[src/rtl/lpg_pkg.sv]
package lpg_pkg;

	// Width of the colour value carried from each request to each of its pixels.
	localparam int COLOUR_BITS = 32;

	// Sequencer states.
	typedef enum logic [1:0] {
		LPG_IDLE,
		LPG_SPAN,
		LPG_ORDER,
		LPG_RUN
	} lpg_state_t;

endpackage

[src/rtl/lpg_req_if.sv]
interface lpg_req_if import lpg_pkg::*; #(
	parameter int COORD_BITS = 6
) ();

	logic                   valid;
	logic                   ready;
	logic [COORD_BITS-1:0]  start_x;
	logic [COORD_BITS-1:0]  start_y;
	logic [COORD_BITS-1:0]  end_x;
	logic [COORD_BITS-1:0]  end_y;
	logic [COLOUR_BITS-1:0] colour;

	modport source (output valid, start_x, start_y, end_x, end_y, colour, input ready);
	modport sink (input valid, start_x, start_y, end_x, end_y, colour, output ready);

endinterface

[src/rtl/lpg_pix_if.sv]
interface lpg_pix_if import lpg_pkg::*; #(
	parameter int COORD_BITS = 6
) ();

	logic                   valid;
	logic                   ready;
	logic [COORD_BITS-1:0]  pixel_x;
	logic [COORD_BITS-1:0]  pixel_y;
	logic [COLOUR_BITS-1:0] pixel_colour;
	logic                   last_pixel;

	modport source (output valid, pixel_x, pixel_y, pixel_colour, last_pixel, input ready);
	modport sink (input valid, pixel_x, pixel_y, pixel_colour, last_pixel, output ready);

endinterface

[src/rtl/line_pixel_generator.sv]
// Integer error-term line rasteriser. One request item carries two endpoints and
// a colour; the block answers with one pixel item for every pixel of the line,
// ordered so that the major coordinate rises, each tagged with the colour and with
// last_pixel set on the final one. A request is taken only while the block is
// idle. It then passes through the set-up states LPG_SPAN (absolute spans) and
// LPG_ORDER (axis choice and endpoint ordering) and afterwards emits one pixel
// per cycle through the registered output while that register is empty or the
// pixel sink holds ready high. The pixel rate is set by the single error-term
// update unit, which is used once per pixel. The final pixel of a line may still
// wait in the output register while the next request is accepted.
module line_pixel_generator import lpg_pkg::*; #(
	parameter int COORD_BITS = 6
) (
	input logic    clk,
	input logic    arst_n,
	lpg_req_if.sink   req,
	lpg_pix_if.source pix
);

	lpg_state_t state_q, state_d;

	// Request held for the whole line.
	logic [COORD_BITS-1:0]  ax_q, ay_q, bx_q, by_q;
	logic [COLOUR_BITS-1:0] colour_q;

	// Absolute spans, registered in the LPG_SPAN state.
	logic [COORD_BITS-1:0] dx_q, dy_q;

	// Walking state.
	logic                         steep_q;
	logic                         dir_up_q;
	logic [COORD_BITS-1:0]        maj_q, maj1_q, min_q;
	logic [COORD_BITS-1:0]        dmaj_q, dmin_q;
	logic signed [COORD_BITS:0]   err_q;

	// Output register.
	logic                   pix_valid_q;
	logic [COORD_BITS-1:0]  pix_x_q, pix_y_q;
	logic [COLOUR_BITS-1:0] pix_colour_q;
	logic                   pix_last_q;

	// Control.
	logic accept_c;
	logic emit_c;
	logic last_c;

	// Axis choice and ordering, worked out during the LPG_ORDER state.
	logic                  steep_c;
	logic                  swap_c;
	logic [COORD_BITS-1:0] a_maj_c, a_min_c, b_maj_c, b_min_c;
	logic [COORD_BITS-1:0] maj0_c, min0_c, maj1_c, min1_c;

	logic signed [COORD_BITS:0] err_next;
	logic [COORD_BITS-1:0]      min_next;

	lpg_step_unit #(
		.COORD_BITS (COORD_BITS)
	) u_step (
		.err        (err_q),
		.dmaj       (dmaj_q),
		.dmin       (dmin_q),
		.minor      (min_q),
		.dir_up     (dir_up_q),
		.err_next   (err_next),
		.minor_next (min_next)
	);

	// Next-state logic.
	always_comb begin
		state_d = state_q;
		unique case (state_q)
			LPG_IDLE: begin
				if (req.valid) state_d = LPG_SPAN;
			end
			LPG_SPAN:  state_d = LPG_ORDER;
			LPG_ORDER: state_d = LPG_RUN;
			LPG_RUN: begin
				if (emit_c && last_c) state_d = LPG_IDLE;
			end
			default: state_d = LPG_IDLE;
		endcase
	end

	// Sequencer outputs.
	always_comb begin
		last_c    = (maj_q == maj1_q);
		req.ready = (state_q == LPG_IDLE);
		accept_c  = (state_q == LPG_IDLE) && req.valid;
		// A pixel moves into the output register when that register is empty
		// or is being emptied in this cycle.
		emit_c    = (state_q == LPG_RUN) && (!pix_valid_q || pix.ready);
	end

	// A steep line walks along y; on equal spans x stays the major axis.
	always_comb begin
		steep_c = (dy_q > dx_q);
		a_maj_c = steep_c ? ay_q : ax_q;
		a_min_c = steep_c ? ax_q : ay_q;
		b_maj_c = steep_c ? by_q : bx_q;
		b_min_c = steep_c ? bx_q : by_q;
		swap_c  = (a_maj_c > b_maj_c);
		maj0_c  = swap_c ? b_maj_c : a_maj_c;
		min0_c  = swap_c ? b_min_c : a_min_c;
		maj1_c  = swap_c ? a_maj_c : b_maj_c;
		min1_c  = swap_c ? a_min_c : b_min_c;
	end

	always_ff @(posedge clk or negedge arst_n) begin
		if (!arst_n) begin
			state_q     <= LPG_IDLE;
			pix_valid_q <= 1'b0;
		end else begin
			state_q <= state_d;
			if (emit_c) begin
				pix_valid_q <= 1'b1;
			end else if (pix.ready) begin
				pix_valid_q <= 1'b0;
			end
		end
	end

	always_ff @(posedge clk) begin
		if (accept_c) begin
			ax_q     <= req.start_x;
			ay_q     <= req.start_y;
			bx_q     <= req.end_x;
			by_q     <= req.end_y;
			colour_q <= req.colour;
		end
		if (state_q == LPG_SPAN) begin
			dx_q <= (bx_q >= ax_q) ? bx_q - ax_q : ax_q - bx_q;
			dy_q <= (by_q >= ay_q) ? by_q - ay_q : ay_q - by_q;
		end
		if (state_q == LPG_ORDER) begin
			steep_q  <= steep_c;
			maj_q    <= maj0_c;
			maj1_q   <= maj1_c;
			min_q    <= min0_c;
			dir_up_q <= (min0_c < min1_c);
			dmaj_q   <= steep_c ? dy_q : dx_q;
			dmin_q   <= steep_c ? dx_q : dy_q;
			// The error term starts at half the major span, rounded down.
			err_q    <= $signed({2'b00,
				(steep_c ? dy_q[COORD_BITS-1:1] : dx_q[COORD_BITS-1:1])});
		end
		if (emit_c) begin
			pix_x_q      <= steep_q ? min_q : maj_q;
			pix_y_q      <= steep_q ? maj_q : min_q;
			pix_colour_q <= colour_q;
			pix_last_q   <= last_c;
			maj_q        <= maj_q + 1'b1;
			min_q        <= min_next;
			err_q        <= err_next;
		end
	end

	assign pix.valid        = pix_valid_q;
	assign pix.pixel_x      = pix_x_q;
	assign pix.pixel_y      = pix_y_q;
	assign pix.pixel_colour = pix_colour_q;
	assign pix.last_pixel   = pix_last_q;

	// The walk never passes the far endpoint.
	a_run_in_range: assert property (@(posedge clk) disable iff (!arst_n)
		(state_q == LPG_RUN) |-> (maj_q <= maj1_q))
		else $error("major coordinate passed the far endpoint");

	// The error term stays non-negative between pixels.
	a_err_nonneg: assert property (@(posedge clk) disable iff (!arst_n)
		(state_q == LPG_RUN) |-> !err_q[COORD_BITS])
		else $error("error term negative while walking");

	// Emitting the final pixel ends the line.
	a_last_ends: assert property (@(posedge clk) disable iff (!arst_n)
		(emit_c && last_c) |=> (state_q == LPG_IDLE && pix_valid_q && pix_last_q))
		else $error("line did not end on its final pixel");

	// An accepted request starts the set-up sequence.
	a_accept_setup: assert property (@(posedge clk) disable iff (!arst_n)
		accept_c |=> (state_q == LPG_SPAN))
		else $error("accepted request did not start set-up");

endmodule

[src/rtl/lpg_step_unit.sv]
// Error-term update shared by every step along the major axis.
module lpg_step_unit import lpg_pkg::*; #(
	parameter int COORD_BITS = 6
) (
	input  logic signed [COORD_BITS:0]   err,
	input  logic        [COORD_BITS-1:0] dmaj,
	input  logic        [COORD_BITS-1:0] dmin,
	input  logic        [COORD_BITS-1:0] minor,
	input  logic                         dir_up,
	output logic signed [COORD_BITS:0]   err_next,
	output logic        [COORD_BITS-1:0] minor_next
);

	logic signed [COORD_BITS:0] diff;

	always_comb begin
		diff = err - $signed({1'b0, dmin});
		if (diff[COORD_BITS]) begin
			err_next   = diff + $signed({1'b0, dmaj});
			minor_next = dir_up ? minor + 1'b1 : minor - 1'b1;
		end else begin
			err_next   = diff;
			minor_next = minor;
		end
	end

endmodule

[src/flat_wrapper.sv]
// flat-port wrapper written by rule: the top's interface ports become plain ports
module line_pixel_generator_flat import lpg_pkg::*;
#(
	parameter int COORD_BITS = 6
)
  (clk, arst_n, req_valid, req_start_x, req_start_y, req_end_x, req_end_y, req_colour, req_ready, pix_valid, pix_pixel_x, pix_pixel_y, pix_pixel_colour, pix_last_pixel, pix_ready);
  lpg_req_if #(.COORD_BITS(COORD_BITS)) req_i ();
  lpg_pix_if #(.COORD_BITS(COORD_BITS)) pix_i ();
  input logic clk;
  input logic arst_n;
  input wire logic [$bits(req_i.valid)-1:0] req_valid;
  input wire logic [$bits(req_i.start_x)-1:0] req_start_x;
  input wire logic [$bits(req_i.start_y)-1:0] req_start_y;
  input wire logic [$bits(req_i.end_x)-1:0] req_end_x;
  input wire logic [$bits(req_i.end_y)-1:0] req_end_y;
  input wire logic [$bits(req_i.colour)-1:0] req_colour;
  output wire logic [$bits(req_i.ready)-1:0] req_ready;
  output wire logic [$bits(pix_i.valid)-1:0] pix_valid;
  output wire logic [$bits(pix_i.pixel_x)-1:0] pix_pixel_x;
  output wire logic [$bits(pix_i.pixel_y)-1:0] pix_pixel_y;
  output wire logic [$bits(pix_i.pixel_colour)-1:0] pix_pixel_colour;
  output wire logic [$bits(pix_i.last_pixel)-1:0] pix_last_pixel;
  input wire logic [$bits(pix_i.ready)-1:0] pix_ready;
  assign req_i.valid = req_valid;
  assign req_i.start_x = req_start_x;
  assign req_i.start_y = req_start_y;
  assign req_i.end_x = req_end_x;
  assign req_i.end_y = req_end_y;
  assign req_i.colour = req_colour;
  assign req_ready = req_i.ready;
  assign pix_valid = pix_i.valid;
  assign pix_pixel_x = pix_i.pixel_x;
  assign pix_pixel_y = pix_i.pixel_y;
  assign pix_pixel_colour = pix_i.pixel_colour;
  assign pix_last_pixel = pix_i.last_pixel;
  assign pix_i.ready = pix_ready;
  line_pixel_generator #(.COORD_BITS(COORD_BITS)) u_core (.clk(clk), .arst_n(arst_n), .req(req_i), .pix(pix_i));
endmodule
[config.mk]
export PLATFORM = sky130hd
export DESIGN_NAME = line_pixel_generator_flat
export DESIGN_NICKNAME = d
export VERILOG_FILES = /design/src/rtl/lpg_pkg.sv /design/src/rtl/lpg_req_if.sv /design/src/rtl/lpg_pix_if.sv /design/src/rtl/line_pixel_generator.sv /design/src/rtl/lpg_step_unit.sv /design/src/flat_wrapper.sv
export SDC_FILE = /design/constraint.sdc
export NUM_CORES = 1
export LEC_CHECK = 0
export BUFFER_PORTS_ARGS = -buffer_cell sky130_fd_sc_hd__buf_2
export CAP_MARGIN = 20
export CORE_UTILIZATION = 55
export CTS_CLUSTER_DIAMETER = 120
export CTS_CLUSTER_SIZE = 14
export DETAILED_ROUTE_END_ITERATION = 16
export GPL_ROUTABILITY_DRIVEN = 0
export PLACE_DENSITY = 0.77
export SETUP_SLACK_MARGIN = 0.2
export SLEW_MARGIN = 5
export SYNTH_ARGS = -nofsm -noshare
export SYNTH_HDL_FRONTEND = slang
export SYNTH_SLANG_ARGS = --single-unit
[constraint.sdc]
create_clock -name clk -period 12.7 [get_ports clk]
set_clock_uncertainty 0.2 [all_clocks]
set_input_delay 2.54 -clock clk [delete_from_list [all_inputs] [get_ports clk]]
set_output_delay 2.54 -clock clk [all_outputs]
set_load 0.02 [all_outputs]
### After elaboration in Yosys (flattened, before gate mapping)

Index checks and enable logic that the tools add are counted.

| storage, ports and cells | value |
|---|---|
| register bits | 155 |
| bits in latches | 0 |
| RAM bits | 0 |
| bits in read-only memories | 0 |
| bits of input ports | 60 |
| output and inout port bits | 47 |
| word-level logic and storage cells | 81 |
| memories kept | 0 |

| cells by class | value |
|---|---|
| add/sub/neg operators | 9 |
| multiply operators | 0 |
| div/mod/pow operators | 0 |
| order comparisons | 5 |
| equal/unequal tests | 7 |
| shift operators | 0 |
| muxes and demuxes | 29 |
| bitwise gates (word level) | 0 |
| reductions and logical operators | 10 |

Operators by type and width:

| kind | count |
|---|---|
| $mux 6 | 20 |
| $sub 6x6->6 | 4 |
| $mux 7 | 3 |
| $add 6x1->6 const B | 2 |
| $ge 6x6->1 | 2 |
| $gt 6x6->1 | 2 |
| $pmux 2 s4 | 1 |
| $add 7x7->7 | 1 |
| $sub 7x7->7 | 1 |
| $eq 6x6->1 | 1 |
| $lt 6x6->1 | 1 |
| $sub 6x1->6 const B | 1 |
| $mux 5 | 1 |
| $eq 2x2->1 const B | 2 |
| $mux 2 | 2 |
| $ne 2x2->1 const B | 2 |
| $reduce_and 2->1 | 2 |
| $reduce_bool 2->1 | 2 |
| $logic_and 1x1->1 | 3 |
| $eq 2x1->1 const B | 1 |
| $logic_not 2->1 | 1 |
| $mux 1 | 2 |
| $ne 2x1->1 const B | 1 |
| $logic_not 1->1 | 1 |
| $logic_or 1x1->1 | 1 |

### Logic depth before layout (Yosys ltp)

| depth | value |
|---|---|
| depth after elaboration | 6 |
| depth in mapped cells | 23 |
| mapped depth without buffers | 19 |

### Hierarchy

Synthesis repeated with hierarchy kept, for this count alone.

| unflattened totals | value |
|---|---|
| cells, all modules | 630 |
| area total of the unflattened synthesis | 8,229.1 µm² |

By module, submodules not included:

| module | times used | cells an instance | area each (µm²) | sequential area each (µm²) |
|---|---|---|---|---|
| line_pixel_generator | 1 | 527 | 7,377.1 | 4,639.4 |
| lpg_step_unit | 1 | 103 | 852.1 | 0.0 |

### Least setup slack after synthesis

No wires, ideal clock.

| path | value |
|---|---|
| path type | input to register |
| start point | input port pix_ready |
| end point | register u_core.min_q[0], enable pin |
| setup time | 0.445 ns |
| arrival | 5.022 ns |
| data required time | 12.055 ns |
| path slack | 7.032 ns |
| stages | 5 |
| path buffers | 1 |
| path through | nand2b_1 -> nand2_1 -> inv_1 -> clkbuf_1 -> a21boi_0 |

| on the way | value |
|---|---|
| cells in the longest elaborated chain, start to end | 4 |
| elaborated cells between the ends (all ways) | 5 |
| classes of those cells | 1 x eq/ne; 4 x reduce/logical |

Ends and longest elaborated chain:

| what | line | source |
|---|---|---|
| start, declared | flat_wrapper.sv:23 | `input wire logic [$bits(pix_i.ready)-1:0] pix_ready;` |
| $logic_or 1x1->1 (*) | line_pixel_generator.sv:91 | `emit_c = (state_q == LPG_RUN) && (!pix_valid_q \|\| pix.ready);` |
| $logic_and 1x1->1 (*) | line_pixel_generator.sv:91 |  |
| via u_core.emit_c | line_pixel_generator.sv:44 | `logic emit_c;` |
| $ne 2x2->1 (no line) / $reduce_bool 2->1 (equally long branches) | n/a |  |
| $reduce_and 2->1 (no line) (*) | n/a |  |
| end signal, assigned | line_pixel_generator.sv:138 | `min_q <= min0_c;` |
| end signal, assigned | line_pixel_generator.sv:152 | `min_q <= min_next;` |
| end, declared | line_pixel_generator.sv:32 | `logic [COORD_BITS-1:0] maj_q, maj1_q, min_q;` |

Mark *: on every way through the listed nets, which the timed path passes. The rest lies on a longest branch.
A chain may end at the register's enable or synchronous reset.

### Worst setup path in the final report

| path | value |
|---|---|
| start point | register u_core.dy_q[4] |
| end point | register u_core.dir_up_q, data pin |

| on the way | value |
|---|---|
| cells in the longest elaborated chain, start to end | 5 |
| elaborated cells between the ends (all ways) | 9 |
| classes of those cells | 3 x order compare; 6 x mux |

Ends and longest elaborated chain:

| what | line | source |
|---|---|---|
| start, declared | line_pixel_generator.sv:27 | `logic [COORD_BITS-1:0] dx_q, dy_q;` |
| start signal, assigned | line_pixel_generator.sv:132 | `dy_q <= (by_q >= ay_q) ? by_q - ay_q : ay_q - by_q;` |
| $gt 6x6->1 (*) | line_pixel_generator.sv:96 | `steep_c = (dy_q > dx_q);` |
| $mux 6 (on tied branches) | line_pixel_generator.sv:97, line_pixel_generator.sv:99 |  |
| $gt 6x6->1 | line_pixel_generator.sv:101 | `swap_c = (a_maj_c > b_maj_c);` |
| $mux 6 (on tied branches) | line_pixel_generator.sv:103, line_pixel_generator.sv:105 |  |
| $lt 6x6->1 (*) | line_pixel_generator.sv:139 | `dir_up_q <= (min0_c < min1_c);` |
| end signal, assigned | line_pixel_generator.sv:139 |  |
| end, declared | line_pixel_generator.sv:31 | `logic dir_up_q;` |

Mark *: on every way between the ends. The rest lies on a longest branch, timed or not.

==> flow_summary_export.csv <==
group,metric,value,unit
setup_path,cp_top_family,"compound AO/OA/AOI/OAI gates",
setup_path,rr_endpoint,"u_core.dir_up_q",
synthesis,synth_ff_type,"edfxtp_1",
cells_and_area,num-nets-final,840,
timing,fmax,0.185,GHz
floorplanning,die_y,123,um
floorplanning,initial_core_util,0.571,
setup_path,cp_slowest_cell,"a21oi_4",
timing,hold_viol,0,
clock_tree,cts_resized,0,
synthesis,async_flop_share,0.0194,
clock_tree,clock_path_buffers,2,
synthesis,ys_ff_latch,155,
routing,drtIter0Drc,400,
timing,setup_viol,0,
synthesis,synth_top_family_by_area,"adder cells",
setup_path,crit_type,"reg -> reg",
floorplanning,rows,43,
cells_and_area,diodes,0,
setup_path,reg2reg_from,"u_core.dy_q[4]",
setup_path,r2r_cells,18,
hold_path,hold_depth,0,
synthesis,synth_mux_area_frac,0.0956,
cells_and_area,drive_gt1_frac,0.250,
floorplanning,core-area,14100,sq um
global_route,grt_first_pass_wirelength,23900,um
synthesis,synth_cells,599,
cells_and_area,syn2layout_area_growth,16.0,%
setup_path,path_depth,18,
synthesis,yosysTopAreaCell,"edfxtp_1",
setup_path,cp.arrival,5.47,ns
clock_tree,hold_buffers,0,
timing,relSlewSlack,0.314,
synthesis,ys_top_cells_by_area,"edfxtp_1, ha_1, mux2i_1, mux2_2, inv_1",
clock_tree,numCtsBuffers,17,
cells_and_area,final_common_cell,"edfxtp_1",
timing,worstMarginPinSlew,1.03,ns
placement,dp_hpwl,11200,um
synthesis,yosys_warnings,0,
synthesis,syn_nets,726,
routing,num_vias,4981,
timing,tns,0,ns
routing,wl_per_cell,16.7,um
synthesis,synth-xor-area-share,0.0305,
floorplanning,die_w,123,um
routing,viasPerCell,5.50,
timing,rsz0062_at_grt,"false",
routing,routed_wl,15100,um
clock_tree,clk_latency,0.42,ns
placement,io_buffer_count,106,
setup_path,cp.required,12.77,ns
hold_path,hold_path.startpoint,"u_core.colour_q[5]",
run,cap_viol_max_count,0,
floorplanning,io_pins,107,
setup_path,critical-path-max-stage-delay,0.57,ns
synthesis,synth_edf_count,152,
timing,fin_crit,5.40,ns
routing,ant_nets,0,
routing,drc,0,
synthesis,synthAdderAreaFrac,0.111,
setup_path,reg2reg_slack,7.30,ns
synthesis,yosysUniqueCellTypes,59,
setup_path,cp_num_buf_inv,2,
timing,slew_violations,0,
clock_tree,cts_tree,"done",
clock_tree,post_cts_buffers,0,
hold_path,hold_class,"reg -> reg",
hold_path,hold_path_end,"u_core.pix.pixel_colour[5]",
synthesis,syn_area_per_cell,13.4,sq um
clock_tree,clkTransAtPathRegs,0.06,ns
setup_path,cp-start-kind,"flop",
run_status,status,"finished, final reports clean",
global_route,grt-ovfl-total,0,
clock_tree,cts_sinks,155,
global_route,first_global_vias,5031,
cells_and_area,layout_common_cells,"edfxtp_1, buf_2, inv_1",
synthesis,synth_area,8050,sq um
global_route,antenna_found_initial,0,
setup_path,cp-end-kind,"flop",
clock_tree,h-tree-depth,4,
global_route,grt_max_degree,66,
routing,firstDrtPassIters,4,
global_route,grt_util_all_layers,0.213,
synthesis,seq_area_frac_synth,0.576,
synthesis,yosysTopAreaCellShare,0.567,
synthesis,synthSimpleGateAreaFrac,0.0589,
timing,finalCritPeriodShare,0.426,
setup_path,path_max_fanout,46,
synthesis,synth_compound_area_frac,0.0847,
floorplanning,die_area,15100,sq um
clock_tree,root_buffer,"clkbuf_16",
setup_path,crit_chain,"ha_1 -> nand4_1 -> a21oi_1 -> o32a_2 -> buf_4 -> mux2i_1 -> inv_1 -> ha_1 -> nand3_1 -> a21o_1 -> a21oi_4 -> mux2i_1 -> mux2i_1 -> ha_1 -> a21o_1 -> a21o_1 -> a221o_1 -> a31oi_1",
-- metrics by stage --
stage | instance area (sq um) | util | hold WS (ns) | std cells | setup slack, ns
3_3_place_gp | 8750 | 0.621 | 0.200 | 874 | 7.57
2_1_floorplan | 8050 | - | 0.200 | 599 | 7.03
4_1_cts | 9340 | 0.662 | 0.220 | 905 | 7.31
5_1_grt | 9340 | 0.662 | 0.228 | 905 | 6.95
6_report | 9340 | 0.662 | 0.218 | 905 | 7.30
3_5_place_dp | 8750 | 0.621 | 0.205 | 874 | 7.34
-- logic make-up after synthesis --
logic type / count (synthesis)
adders and majority gates: 67
DFF: 155
AOI/OAI and AO/OA: 103
and+or+nand+nor: 94
buffers and inverters: 81
xor gates and xnor gates: 28
muxes: 71
-- final cells by class --
type	instances	area [sq um]
Sequential cell	155	4640
Multi-Input combinational cell	363	3080
Fill cell	1006	4760
Clock buffer	17	425
Timing Repair Buffer	110	561
Clock inverter	14	163
Inverter	66	248
Tap cell	180	225
-- worst max path at each step --
| stage | slack, ns | startpoint | end |
|---|---|---|---|
| 2_1_floorplan | 7.03 | pix_ready | u_core.min_q[0] |
| 3_3_place_gp | 7.57 | u_core.dy_q[4] | u_core.dir_up_q |
| 3_5_place_dp | 7.34 | u_core.dy_q[4] | u_core.dir_up_q |
| 4_1_cts | 7.31 | u_core.dy_q[4] | u_core.dir_up_q |
| 5_1_grt | 6.95 | u_core.dy_q[4] | u_core.dir_up_q |
| 6_report | 7.30 | u_core.dy_q[4] | u_core.dir_up_q |
-- Yosys cell counts (2+ instances only) --
master and n:
nand2b_1 5, edfxtp_1 152, o21a_1 2, mux2_4 3, ha_1 60, xor2_1 12
nand4_1 3, a32oi_1 2, fa_1 7, nor2b_1 7, a311oi_1 2, or3_1 4
a21oi_1 24, a31oi_1 5, buf_2 7, a21o_1 10, a211oi_1 5, inv_1 65
buf_6 2, o32a_1 2, o21ai_0 27, nor2_1 21, dfrtp_1 3, nand2_1 23
a21boi_0 6, and4_1 2, o211ai_1 6, clkbuf_1 3, mux2_2 24, and3_1 8
xnor2_1 16, mux2i_1 42, nand3_1 8, nor3_1 6
-- per-layer routing --
layer / GRT usage / vias up / routed length [um]
met3: 0.0549 / 18 / 681
met2: 0.368 / 115 / 7770
met4: 0.0745 / 0 / 210
met1: 0.260 / 2413 / 6460
met5: 0 / - / 0
li1: - / 2435 / -
Power is left out: the tool's default activity adds up to more than one toggle a clock period on the data nets, which glitch-free logic cannot reach.
